==> src/rtl/core/sha0_compression_assert.svh <==
// ---------------------------------------------------------------------------
// sha0_compression_assert.svh
// Assertion macros shared by the compression core.
// ---------------------------------------------------------------------------
`ifndef SHA0_COMPRESSION_ASSERT_SVH
`define SHA0_COMPRESSION_ASSERT_SVH

// same-cycle implication, checked outside reset
`define SHA0_ASSERT_IMP(lbl, ante, cons, msg) \
    lbl: assert property (@(posedge clk) disable iff (!rst_n) (ante) |-> (cons)) \
        else $error(msg);

// next-cycle implication, checked outside reset
`define SHA0_ASSERT_NXT(lbl, ante, cons, msg) \
    lbl: assert property (@(posedge clk) disable iff (!rst_n) (ante) |=> (cons)) \
        else $error(msg);

`endif

==> src/rtl/core/sha0_pkg.sv <==
// ---------------------------------------------------------------------------
// sha0_pkg
// Types and constants shared by the SHA-0 compression core.
// ---------------------------------------------------------------------------
package sha0_pkg;

    localparam int WORD_W      = 32;
    localparam int NUM_ROUNDS  = 80;
    localparam int ROUND_W     = $clog2(NUM_ROUNDS);
    localparam int WIN_DEPTH   = 16;
    localparam int WIN_AW      = $clog2(WIN_DEPTH);
    localparam int CHAIN_WORDS = 5;
    localparam int CHAIN_IW    = $clog2(CHAIN_WORDS);
    localparam int RD_PORTS    = 4;

    // schedule taps: W[t-3], W[t-8], W[t-14], W[t-16]
    localparam int TAP_A = 3;
    localparam int TAP_B = 8;
    localparam int TAP_C = 14;

    localparam int PHASE1_END = 20;
    localparam int PHASE2_END = 40;
    localparam int PHASE3_END = 60;

    localparam logic [WORD_W-1:0] K0 = 32'h5A827999;
    localparam logic [WORD_W-1:0] K1 = 32'h6ED9EBA1;
    localparam logic [WORD_W-1:0] K2 = 32'h8F1BBCDC;
    localparam logic [WORD_W-1:0] K3 = 32'hCA62C1D6;

    localparam logic [WORD_W-1:0] IV_WORDS [CHAIN_WORDS] = '{
        32'h67452301, 32'hEFCDAB89, 32'h98BADCFE, 32'h10325476, 32'hC3D2E1F0
    };

    typedef struct packed {
        logic [WORD_W-1:0] message_word;
        logic              start_of_message;
        logic              end_of_message;
    } word_beat_t;

    typedef struct packed {
        logic [WORD_W-1:0] digest_word;
        logic              digest_last;
    } digest_beat_t;

    // control from the sequencer to the round datapath
    typedef struct packed {
        logic               init_iv;
        logic               load_work;
        logic               round_en;
        logic               add_chain;
        logic [ROUND_W-1:0] round_idx;
    } rnd_ctl_t;

endpackage

==> src/rtl/core/sha0_compression.sv <==
// ---------------------------------------------------------------------------
// sha0_compression
// SHA-0 compression core: word stream in, five-word digest out.
// ---------------------------------------------------------------------------
// Input channel (word_valid / word_stall / word): one 32-bit big-endian word
// of the padded message per beat. start_of_message puts the chaining words
// back to the IV before the word is taken; end_of_message marks the last word.
// Every 16th word of a block starts a compression: 80 rounds, one per cycle,
// then an add into the chaining words. The input is stalled while the rounds
// run and during the add; no new word is taken until the block is through.
// Output channel (digest_valid / digest_stall / digest): after an end word,
// five beats H0..H4, digest_last on the fifth. The first beat is offered the
// cycle after the end word (or after the add cycle if it completed a block).
// Input is stalled until all five beats are taken; a stalled receiver simply
// holds the current digest beat.
// Reset loads the standard IV and returns to accepting words at block word 0.
// ---------------------------------------------------------------------------
module sha0_compression (
    input  logic                   clk,
    input  logic                   rst_n,
    input  logic                   word_valid,
    output logic                   word_stall,
    input  sha0_pkg::word_beat_t   word,
    output logic                   digest_valid,
    input  logic                   digest_stall,
    output sha0_pkg::digest_beat_t digest
);
    import sha0_pkg::*;

    localparam logic [1:0] S_LOAD  = 2'd0;
    localparam logic [1:0] S_ROUND = 2'd1;
    localparam logic [1:0] S_ADD   = 2'd2;
    localparam logic [1:0] S_EMIT  = 2'd3;

    logic [1:0]          state_reg, state_next;
    logic [WIN_AW-1:0]   word_idx_reg, word_idx_next;
    logic [ROUND_W-1:0]  round_reg, round_next;
    logic [CHAIN_IW-1:0] emit_reg, emit_next;
    logic                end_pend_reg, end_pend_next;

    logic                word_acc, digest_acc;
    logic [WIN_AW-1:0]   load_idx;
    logic [ROUND_W-1:0]  rd_round;
    logic [WIN_AW-1:0]   rd_lo;
    logic                wr_en;
    logic [WIN_AW-1:0]   wr_addr;
    logic [WORD_W-1:0]   wr_data;
    logic [WORD_W-1:0]   sched_w;
    logic [RD_PORTS-1:0][WIN_AW-1:0] rd_addr;
    logic [RD_PORTS-1:0][WORD_W-1:0] rd_data;
    rnd_ctl_t            ctl;

    assign word_stall   = (state_reg != S_LOAD);
    assign digest_valid = (state_reg == S_EMIT);
    assign word_acc     = word_valid && !word_stall;
    assign digest_acc   = digest_valid && !digest_stall;
    assign load_idx     = word.start_of_message ? '0 : word_idx_reg;

    // read for the next round in the cycle before it; in the rounds, never hits the entry being written
    assign rd_round = (state_reg == S_ROUND) ? round_reg + ROUND_W'(1) : '0;
    assign rd_lo    = rd_round[WIN_AW-1:0];
    assign rd_addr[0] = (rd_round < ROUND_W'(WIN_DEPTH)) ? rd_lo : rd_lo - WIN_AW'(TAP_A);
    assign rd_addr[1] = rd_lo - WIN_AW'(TAP_B);
    assign rd_addr[2] = rd_lo - WIN_AW'(TAP_C);
    assign rd_addr[3] = rd_lo;

    assign sched_w = (round_reg < ROUND_W'(WIN_DEPTH)) ? rd_data[0]
                   : rd_data[0] ^ rd_data[1] ^ rd_data[2] ^ rd_data[3];

    always_comb
    begin
        wr_en   = 1'b0;
        wr_addr = round_reg[WIN_AW-1:0];
        wr_data = sched_w;
        if (word_acc)
        begin
            wr_en   = 1'b1;
            wr_addr = load_idx;
            wr_data = word.message_word;
        end
        else if (state_reg == S_ROUND && round_reg >= ROUND_W'(WIN_DEPTH))
        begin
            wr_en = 1'b1;
        end
    end

    always_comb
    begin
        state_next    = state_reg;
        word_idx_next = word_idx_reg;
        round_next    = round_reg;
        emit_next     = emit_reg;
        end_pend_next = end_pend_reg;
        ctl           = '0;
        ctl.round_idx = round_reg;
        case (state_reg)
            S_LOAD:
            begin
                if (word_acc)
                begin
                    ctl.init_iv = word.start_of_message;
                    if (load_idx == WIN_AW'(WIN_DEPTH - 1))
                    begin
                        ctl.load_work = 1'b1;
                        word_idx_next = '0;
                        round_next    = '0;
                        end_pend_next = word.end_of_message;
                        state_next    = S_ROUND;
                    end
                    else if (word.end_of_message)
                    begin
                        word_idx_next = '0;
                        emit_next     = '0;
                        state_next    = S_EMIT;
                    end
                    else
                    begin
                        word_idx_next = load_idx + WIN_AW'(1);
                    end
                end
            end
            S_ROUND:
            begin
                ctl.round_en = 1'b1;
                round_next   = round_reg + ROUND_W'(1);
                if (round_reg == ROUND_W'(NUM_ROUNDS - 1))
                begin
                    round_next = '0;
                    state_next = S_ADD;
                end
            end
            S_ADD:
            begin
                ctl.add_chain = 1'b1;
                emit_next     = '0;
                state_next    = end_pend_reg ? S_EMIT : S_LOAD;
            end
            S_EMIT:
            begin
                if (digest_acc)
                begin
                    emit_next = emit_reg + CHAIN_IW'(1);
                    if (emit_reg == CHAIN_IW'(CHAIN_WORDS - 1))
                    begin
                        emit_next  = '0;
                        state_next = S_LOAD;
                    end
                end
            end
            default:
            begin
                state_next = S_LOAD;
            end
        endcase
    end

    always_ff @(posedge clk or negedge rst_n)
    begin
        if (!rst_n)
        begin
            state_reg    <= S_LOAD;
            word_idx_reg <= '0;
            round_reg    <= '0;
            emit_reg     <= '0;
            end_pend_reg <= 1'b0;
        end
        else
        begin
            state_reg    <= state_next;
            word_idx_reg <= word_idx_next;
            round_reg    <= round_next;
            emit_reg     <= emit_next;
            end_pend_reg <= end_pend_next;
        end
    end

    sha0_sched_mem u_sched (
        .clk     (clk),
        .wr_en   (wr_en),
        .wr_addr (wr_addr),
        .wr_data (wr_data),
        .rd_addr (rd_addr),
        .rd_data (rd_data)
    );

    sha0_round u_round (
        .clk         (clk),
        .rst_n       (rst_n),
        .ctl         (ctl),
        .w           (sched_w),
        .sel         (emit_reg),
        .digest_word (digest.digest_word)
    );

    assign digest.digest_last = (emit_reg == CHAIN_IW'(CHAIN_WORDS - 1));

`include "sha0_compression_assert.svh"

    `SHA0_ASSERT_IMP(a_add_after_last_round, state_reg == S_ADD,
        $past(state_reg) == S_ROUND && $past(round_reg) == ROUND_W'(NUM_ROUNDS - 1),
        "add cycle not preceded by final round")
    `SHA0_ASSERT_NXT(a_last_beat_to_load, digest_acc && digest.digest_last,
        state_reg == S_LOAD, "digest did not end after last beat")
    `SHA0_ASSERT_IMP(a_emit_block_aligned, state_reg == S_EMIT,
        word_idx_reg == '0, "block position not cleared during digest")
    `SHA0_ASSERT_IMP(a_round_starts_at_zero,
        state_reg == S_ROUND && $past(state_reg) == S_LOAD,
        round_reg == '0, "compression did not start at round zero")

endmodule

==> src/rtl/core/sha0_sched_mem.sv <==
// ---------------------------------------------------------------------------
// sha0_sched_mem
// 16-word message schedule window, two mirrored copies, four registered reads.
// ---------------------------------------------------------------------------
module sha0_sched_mem (
    input  logic                                        clk,
    input  logic                                        wr_en,
    input  logic [sha0_pkg::WIN_AW-1:0]                 wr_addr,
    input  logic [sha0_pkg::WORD_W-1:0]                 wr_data,
    input  logic [sha0_pkg::RD_PORTS-1:0][sha0_pkg::WIN_AW-1:0] rd_addr,
    output logic [sha0_pkg::RD_PORTS-1:0][sha0_pkg::WORD_W-1:0] rd_data
);
    import sha0_pkg::*;

    // each copy: one write port, two read ports
    logic [WORD_W-1:0] mem_a [WIN_DEPTH];
    logic [WORD_W-1:0] mem_b [WIN_DEPTH];
    logic [RD_PORTS-1:0][WORD_W-1:0] rd_data_reg;

    always_ff @(posedge clk)
    begin
        if (wr_en)
        begin
            mem_a[wr_addr] <= wr_data;
            mem_b[wr_addr] <= wr_data;
        end
        rd_data_reg[0] <= mem_a[rd_addr[0]];
        rd_data_reg[1] <= mem_a[rd_addr[1]];
        rd_data_reg[2] <= mem_b[rd_addr[2]];
        rd_data_reg[3] <= mem_b[rd_addr[3]];
    end

    assign rd_data = rd_data_reg;

endmodule

==> src/rtl/core/sha0_round.sv <==
// ---------------------------------------------------------------------------
// sha0_round
// Working words a..e, one SHA-0 round per cycle while round_en is set, and the chaining words.
// ---------------------------------------------------------------------------
module sha0_round (
    input  logic                           clk,
    input  logic                           rst_n,
    input  sha0_pkg::rnd_ctl_t             ctl,
    input  logic [sha0_pkg::WORD_W-1:0]    w,
    input  logic [sha0_pkg::CHAIN_IW-1:0]  sel,
    output logic [sha0_pkg::WORD_W-1:0]    digest_word
);
    import sha0_pkg::*;

    logic [WORD_W-1:0] chain_reg [CHAIN_WORDS];
    logic [WORD_W-1:0] a_reg, b_reg, c_reg, d_reg, e_reg;
    logic [WORD_W-1:0] f, k, tmp;

    always_comb
    begin
        if (ctl.round_idx < ROUND_W'(PHASE1_END))
        begin
            f = (b_reg & c_reg) | (~b_reg & d_reg);
            k = K0;
        end
        else if (ctl.round_idx < ROUND_W'(PHASE2_END))
        begin
            f = b_reg ^ c_reg ^ d_reg;
            k = K1;
        end
        else if (ctl.round_idx < ROUND_W'(PHASE3_END))
        begin
            f = (b_reg & c_reg) | (b_reg & d_reg) | (c_reg & d_reg);
            k = K2;
        end
        else
        begin
            f = b_reg ^ c_reg ^ d_reg;
            k = K3;
        end
        tmp = {a_reg[WORD_W-6:0], a_reg[WORD_W-1:WORD_W-5]} + f + e_reg + k + w;
    end

    always_ff @(posedge clk or negedge rst_n)
    begin
        if (!rst_n)
        begin
            for (int i = 0; i < CHAIN_WORDS; i++)
            begin
                chain_reg[i] <= IV_WORDS[i];
            end
            a_reg <= '0;
            b_reg <= '0;
            c_reg <= '0;
            d_reg <= '0;
            e_reg <= '0;
        end
        else
        begin
            if (ctl.init_iv)
            begin
                for (int i = 0; i < CHAIN_WORDS; i++)
                begin
                    chain_reg[i] <= IV_WORDS[i];
                end
            end
            else if (ctl.add_chain)
            begin
                chain_reg[0] <= chain_reg[0] + a_reg;
                chain_reg[1] <= chain_reg[1] + b_reg;
                chain_reg[2] <= chain_reg[2] + c_reg;
                chain_reg[3] <= chain_reg[3] + d_reg;
                chain_reg[4] <= chain_reg[4] + e_reg;
            end

            if (ctl.load_work)
            begin
                a_reg <= chain_reg[0];
                b_reg <= chain_reg[1];
                c_reg <= chain_reg[2];
                d_reg <= chain_reg[3];
                e_reg <= chain_reg[4];
            end
            else if (ctl.round_en)
            begin
                a_reg <= tmp;
                b_reg <= a_reg;
                c_reg <= {b_reg[1:0], b_reg[WORD_W-1:2]};
                d_reg <= c_reg;
                e_reg <= d_reg;
            end
        end
    end

    assign digest_word = (sel < CHAIN_IW'(CHAIN_WORDS)) ? chain_reg[sel] : '0;

endmodule
==> config.mk <==
export PLATFORM = sky130hd
export DESIGN_NAME = sha0_compression
export DESIGN_NICKNAME = d
export VERILOG_FILES = /design/src/rtl/core/sha0_pkg.sv /design/src/rtl/core/sha0_compression.sv /design/src/rtl/core/sha0_sched_mem.sv /design/src/rtl/core/sha0_round.sv
export VERILOG_INCLUDE_DIRS = /design/src /design/src/rtl/core
export SDC_FILE = /design/constraint.sdc
export NUM_CORES = 2
export LEC_CHECK = 0
export BUFFER_PORTS_ARGS = -buffer_cell sky130_fd_sc_hd__buf_4
export CORE_MARGIN = 1
export CORE_UTILIZATION = 45
export DETAILED_ROUTE_END_ITERATION = 7
export PLACE_DENSITY_LB_ADDON = 0.3
export SETUP_SLACK_MARGIN = 0.5
export SLEW_MARGIN = 20
export SYNTH_ARGS = -nofsm -noshare
export SYNTH_HDL_FRONTEND = slang
export SYNTH_SLANG_ARGS = --single-unit
==> constraint.sdc <==
create_clock -name clk -period 6.5 [get_ports clk]
set_input_delay 0.65 -clock clk [delete_from_list [all_inputs] [get_ports clk]]
set_output_delay 0.65 -clock clk [all_outputs]
set_load 0.01 [all_outputs]
; After elaboration in Yosys (flattened, before gate mapping)
; Memory sizes are Yosys's and may differ from the RTL's. A register that Yosys moved wholly into a read port is not among the register bits.
; Cells that the tools add are included.
[op_classes]
reduce_logical = 16
bitwise = 14
order_cmp = 8
n_eq_ne = 14
n_mux = 57
addsub = 15
[op_table]
columns = operator, n
row1 = $mux W32, 20
row2 = $mux W160, 2
row3 = $add A32 B32 Y32, 9
row4 = $xor A32 B32 Y32, 5
row5 = $and A32 B32 Y32, 4
row6 = $bmux W32 S3, 1
row7 = $or A32 B32 Y32, 3
row8 = $not A32 Y32, 1
row9 = $mux W31, 1
row10 = $mux W7, 4
row11 = $lt A7 B5 Y1 const B, 3
row12 = $mux W4, 5
row13 = $mux W2, 9
row14 = $mux W3, 5
row15 = $lt A7 B6 Y1 const B, 2
row16 = $pmux W7 S2, 1
row17 = $reduce_and A5 Y1, 2
row18 = $pmux W3 S3, 1
row19 = $ne A2 B2 Y1 const B, 4
row20 = $pmux W2 S4, 1
row21 = $reduce_bool A2 Y1, 4
row22 = $sub A4 B4 Y4 const B, 2
row23 = $add A7 B1 Y7 const B, 1
row24 = $eq A7 B7 Y1 const B, 1
row25 = 20 further kinds, 33
[word_totals]
ff_bits = 337
mem_bits_rw = 1024
mem_count = 2
[mem_list]
columns = name, depth, width, read_ports, rd_clocked_by_memory_dff, wr, line_no
row1 = u_sched.mem_a, 16, 32, 2, 2, 1, sha0_sched_mem.sv:16  ; logic [WORD_W-1:0] mem_a [WIN_DEPTH];
row2 = u_sched.mem_b, 16, 32, 2, 2, 1, sha0_sched_mem.sv:17  ; logic [WORD_W-1:0] mem_b [WIN_DEPTH];

; Logic depth before layout (Yosys ltp)
[logic_depth]
ltp_word = 12
mapped_depth = 27
depth_no_buf = 24

; Hierarchy
; A second synthesis with hierarchy kept.
[hier_totals]
cells_unflattened = 5142
hier_area_um2 = 63477.1
[modules_own_cells]
columns = module, instances, cells_each, seq_area_each_um2, area_each_um2
row1 = sha0_sched_mem, 1, 1747, 17937.2, 32887.8
row2 = sha0_round, 1, 3109, 8107.8, 27759.1
row3 = sha0_compression, 1, 286, 425.4, 2830.2

; Worst setup path after synthesis
; Ideal clock, no wire load.
[synth_path]
path_kind = register to register
start = register round_reg[5]
end = register u_round.a_reg[30]
synth_period_minus_slack_ns = 5.664
required_ns = 6.436
setup_slack_ns = 0.836
arrival_ns = 5.599
path_stages_with_launch = 25
path_cell_list = dfrtp_1 clkbuf_1 a41o_1 or2_2 inv_1 nor2_1 clkbuf_1 clkbuf_1 a221oi_1 fa_1 inv_1 fa_1 inv_1 fa_1 inv_1 ha_1 and3_1 a311oi_1 o31ai_2 a211oi_2 nor3_1 a2111oi_4 a21boi_1 nor4b_1 a211o_1
[synth_via]
elab_chain_len = 10
word_cells_on_any_way = 17
[synth_rtl]
columns = item, line_no
row1 = from (decl), sha0_compression.sv:37  ; logic [ROUND_W-1:0] round_reg, round_next;
row2 = from (signal assigned), sha0_compression.sv:171  ; round_reg <= round_next;
row3 = $lt A7 B6 Y1, sha0_round.sv:31  ; else if (ctl.round_idx < ROUND_W'(PHASE3_END))
row4 = $mux W32, sha0_round.sv:31
row5 = $mux W32, sha0_round.sv:26  ; else if (ctl.round_idx < ROUND_W'(PHASE2_END))
row6 = $mux W32, sha0_round.sv:21  ; if (ctl.round_idx < ROUND_W'(PHASE1_END))
row7 = $add A32 B32 Y32 (3 in a row), sha0_round.sv:41  ; tmp = {a_reg[WORD_W-6:0], a_reg[WORD_W-1:WORD_W-5]} + f + e_reg + k + w;
row8 = $add A32 B32 Y32 (*), sha0_round.sv:41
row9 = $mux W32 (*), sha0_round.sv:84  ; else if (ctl.round_en)
row10 = $mux W32 (*), sha0_round.sv:76  ; if (ctl.load_work)
row11 = to (signal assigned), sha0_round.sv:78  ; a_reg <= chain_reg[0];
row12 = to (signal assigned), sha0_round.sv:86  ; a_reg <= tmp;
row13 = to (decl), sha0_round.sv:16  ; logic [WORD_W-1:0] a_reg, b_reg, c_reg, d_reg, e_reg;
; Every way passes the cells marked *; elsewhere a longest branch is shown, timed or not. The select of a mux whose other input is x is not followed.
; A chain may end at the register's enable or synchronous reset.

; Final worst setup path
[layout_path]
start = register round_reg[6]
end = register u_round.a_reg[30]
; Same word-level chain as after synthesis.

==> flow_summary_export.csv <==
group,metric,value,unit
run_status,status,"finished, final reports clean",
sta,clock_skew,0.0418,ns
sta,fmax,0.172,GHz
setup_path,cp_top_family,"adder cells",
setup_path,path_cells,"buf_4 > nor3_2 > buf_4 > nor2_1 > xor2_1 > fa_1 > fa_1 > inv_1 > fa_1 > inv_1 > ha_2 > or3_1 > o22a_1 > nand3_2 > o31ai_4 > a211oi_2 > nor3_2 > a2111oi_4 > a21boi_2 > nor4b_2 > a211o_1",
synth,synth_top_area_share,25.1,%
clocking,clock-sinks,977,
detailed_routing,drt_wl_total,207,mm
clocking,clk_path_buf_depth,3,
setup_path,max_stage_delay,0.56,ns
setup_path,worstPathMaxFanout,15,
synth,synth-edff-count,512,
sta,tns,0,ns
global_routing,grt_util_all_layers,29.4,%
synth,yosysTopAreaCell,"edfxtp_1",
finish,largest_register_ffs,512,
finish,syn_to_final_growth,10.7,%
synth,synth_seq_cells,977,
setup_path,critPathSlowestCell,"fa_1",
setup_path,required,7.18,ns
global_routing,overflow,0,
detailed_routing,wl_per_cell,24.0,um
hold_path,hold_class,"primary input to register",
floorplan,pin_count,73,
finish,finalNonFillerCells,8613,
sta,min_period,5.81,ns
global_routing,antenna_found_initial,5,
finish,regArea,26500,um2
synth,ys.flop_type,"edfxtp_1",
job,drv_cap,0,
synth,yosysUniqueCellTypes,101,
placement,place_congestion,0.945,
placement,dp_hpwl,131,mm
global_routing,grt_pass1_vias,50398,
setup_path,crit_type,"register to register",
setup_path,crit_path_end_kind,"register",
detailed_routing,drc,0,
synth,async_flop_share,34.5,%
floorplan,die_w,371,um
floorplan,die_area,138000,um2
synth,yosys_warnings,0,
clocking,clk_pin_slew,0.06,ns
synth,syn-num-nets,7235,
detailed_routing,detail_route.iter0.violations,6650,
setup_path,crit_path_start_kind,"register",
clocking,numCtsBuffers,113,
finish,diodes,0,
detailed_routing,routed_via_density,6.24,
clocking,cts_tree,"yes",
sta,min_period_over_period,89.4,%
sta,worst_slew_pin_slew,1.13,ns
detailed_routing,vias,53725,
sta,maxSlewViolCount,0,
finish,multi_input_comb_area,32600,um2
synth,syn_area_per_cell,8.93,um2
global_routing,grt_max_degree,217,
placement,dp.cells,8383,
setup_path,worst_ep_arrival_time,6.49,ns
sta,slew_headroom,24.0,%
setup_path,path_common_cell,"fa_1",
clocking,clk_latency,0.77,ns
sta,rsz0062_at_grt,"true",
floorplan,row_count,135,
clocking,cts_root_buffer,"clkbuf_16",
synth,synthCells,6870,
floorplan,initial_utilization,45.3,%
finish,final_layout_size_suffix_gt1_share,9.37,%
sta,final_hold_viol_count,0,
placement,port_buffers,72,
finish,final_nets,7097,
global_routing,grt_pass1_wl,310,mm
clocking,htreeDepth,3,
floorplan,coreArea,135000,um2
detailed_routing,dr.pass1.iters,8,
synth,synth-seq-area-share,43.2,%
detailed_routing,ant_nets,0,
synth,synth.cell_area,61300,um2
floorplan,die_h,371,um
finish,fill_cells,12304,
synth,synth_area_leaders,"edfxtp_1 (25%), nand2_1 (12%), dfrtp_1 (10%), ha_1 (4.3%), dfxtp_1 (4.2%)",
sta,setup_viol,0,
setup_path,worst-path-buf-inv,4,
## metal layers
layer / vias up / wire, um / track usage (%)
met4: 6 / 8430 / 12.0
met3: 501 / 21700 / 5.76
met2: 2922 / 94100 / 46.1
met1: 26194 / 82700 / 39.9
met5: - / 37 / 0
li1: 24102 / - / -
## area by class of cell
class | count | share of cell area (%)
clock inverters | 58 | 0.938
flip-flops and latches | 977 | 39.0
well taps | 1781 | 3.28
repair buffers | 197 | 2.58
clock buffers | 157 | 4.74
inverters | 261 | 1.47
multi-input cells | 5182 | 48.0
## cells in the mapped netlist, types with 34 or more instances
cell type     n
inv_1       257
nand2_1    1929
dfstp_2      80
clkbuf_1    356
xor2_1      111
o22ai_1      35
nand3_1     362
dfxtp_1     128
nor2_1      281
o21ai_0     208
and3_1      207
nand2b_1     44
fa_1        115
nor2b_1      34
mux4_2       39
a311oi_1    192
a21oi_1     293
xnor2_1     154
edfxtp_1    512
mux2i_1     131
nor3_1       37
ha_1        212
a31oi_1     183
a22oi_1     156
a21o_1       65
dfrtp_1     257
buf_2        56
## through the flow
| stage | util, % | hold slack, ns | worst slack (ns) | cell area [um2] |
|---|---|---|---|---|
| finish | 50.2 | 0.132 | 0.688 | 67900 |
| global route | 50.2 | 0.101 | 0.463 | 67900 |
| CTS | 50.0 | 0.0918 | 0.507 | 67600 |
| detailed placement | 47.1 | 0.497 | 0.201 | 63700 |
| global placement | 47.0 | 0.484 | 0.318 | 63600 |
| floorplan | - | 0.354 | 0.836 | 61300 |
## timing repair
item,CTS,global route
endpoints found under the hold margin,70,0
gates cloned,0,0
resized for setup,8,31
endpoints found under the setup margin,6,6
setup buffers,3,9
pin swaps,3,7
hold buffers,1,0
## logic make-up after synthesis
group	count (synthesis)	share of synthesized area, %
compound gates	1428	16.0
xor+xnor	266	3.81
fa+ha+maj	327	8.08
buf+inv	711	4.51
flops	977	43.2
mux	174	3.65
simple gates	2987	20.8
## worst paths after layout
path                                 start                end  slack [ns]  depth (start not counted)
min reg2reg                word_idx_reg[0]    word_idx_reg[0]        0.52                          2
max in group asynchronous            rst_n       round_reg[5]        4.41                          3
max reg2reg                   round_reg[6]  u_round.a_reg[30]        0.69                         21
min in group asynchronous            rst_n   u_round.c_reg[5]        0.57                          2
min                                word[0]    word_idx_reg[0]        0.13                          2
max                           round_reg[6]  u_round.a_reg[30]        0.69                         21
## cell usage in the layout (no fill, tap or decap), types with 80 or more instances in the layout
master	n
a311oi_1	190
dfxtp_1	128
buf_4	170
clkbuf_16	115
ha_1	207
xnor2_1	147
fa_1	115
inv_1	257
a21oi_1	275
nor2_1	257
dfrtp_1	253
mux2i_1	131
nand3_1	361
edfxtp_1	512
xor2_1	110
o21ai_0	205
a22oi_1	156
a31oi_1	183
dfstp_2	80
nand2_1	1925
and3_1	207
Power is left out: the tool's default activity adds up to more than one toggle a clock period on the data nets, which glitch-free logic cannot reach.
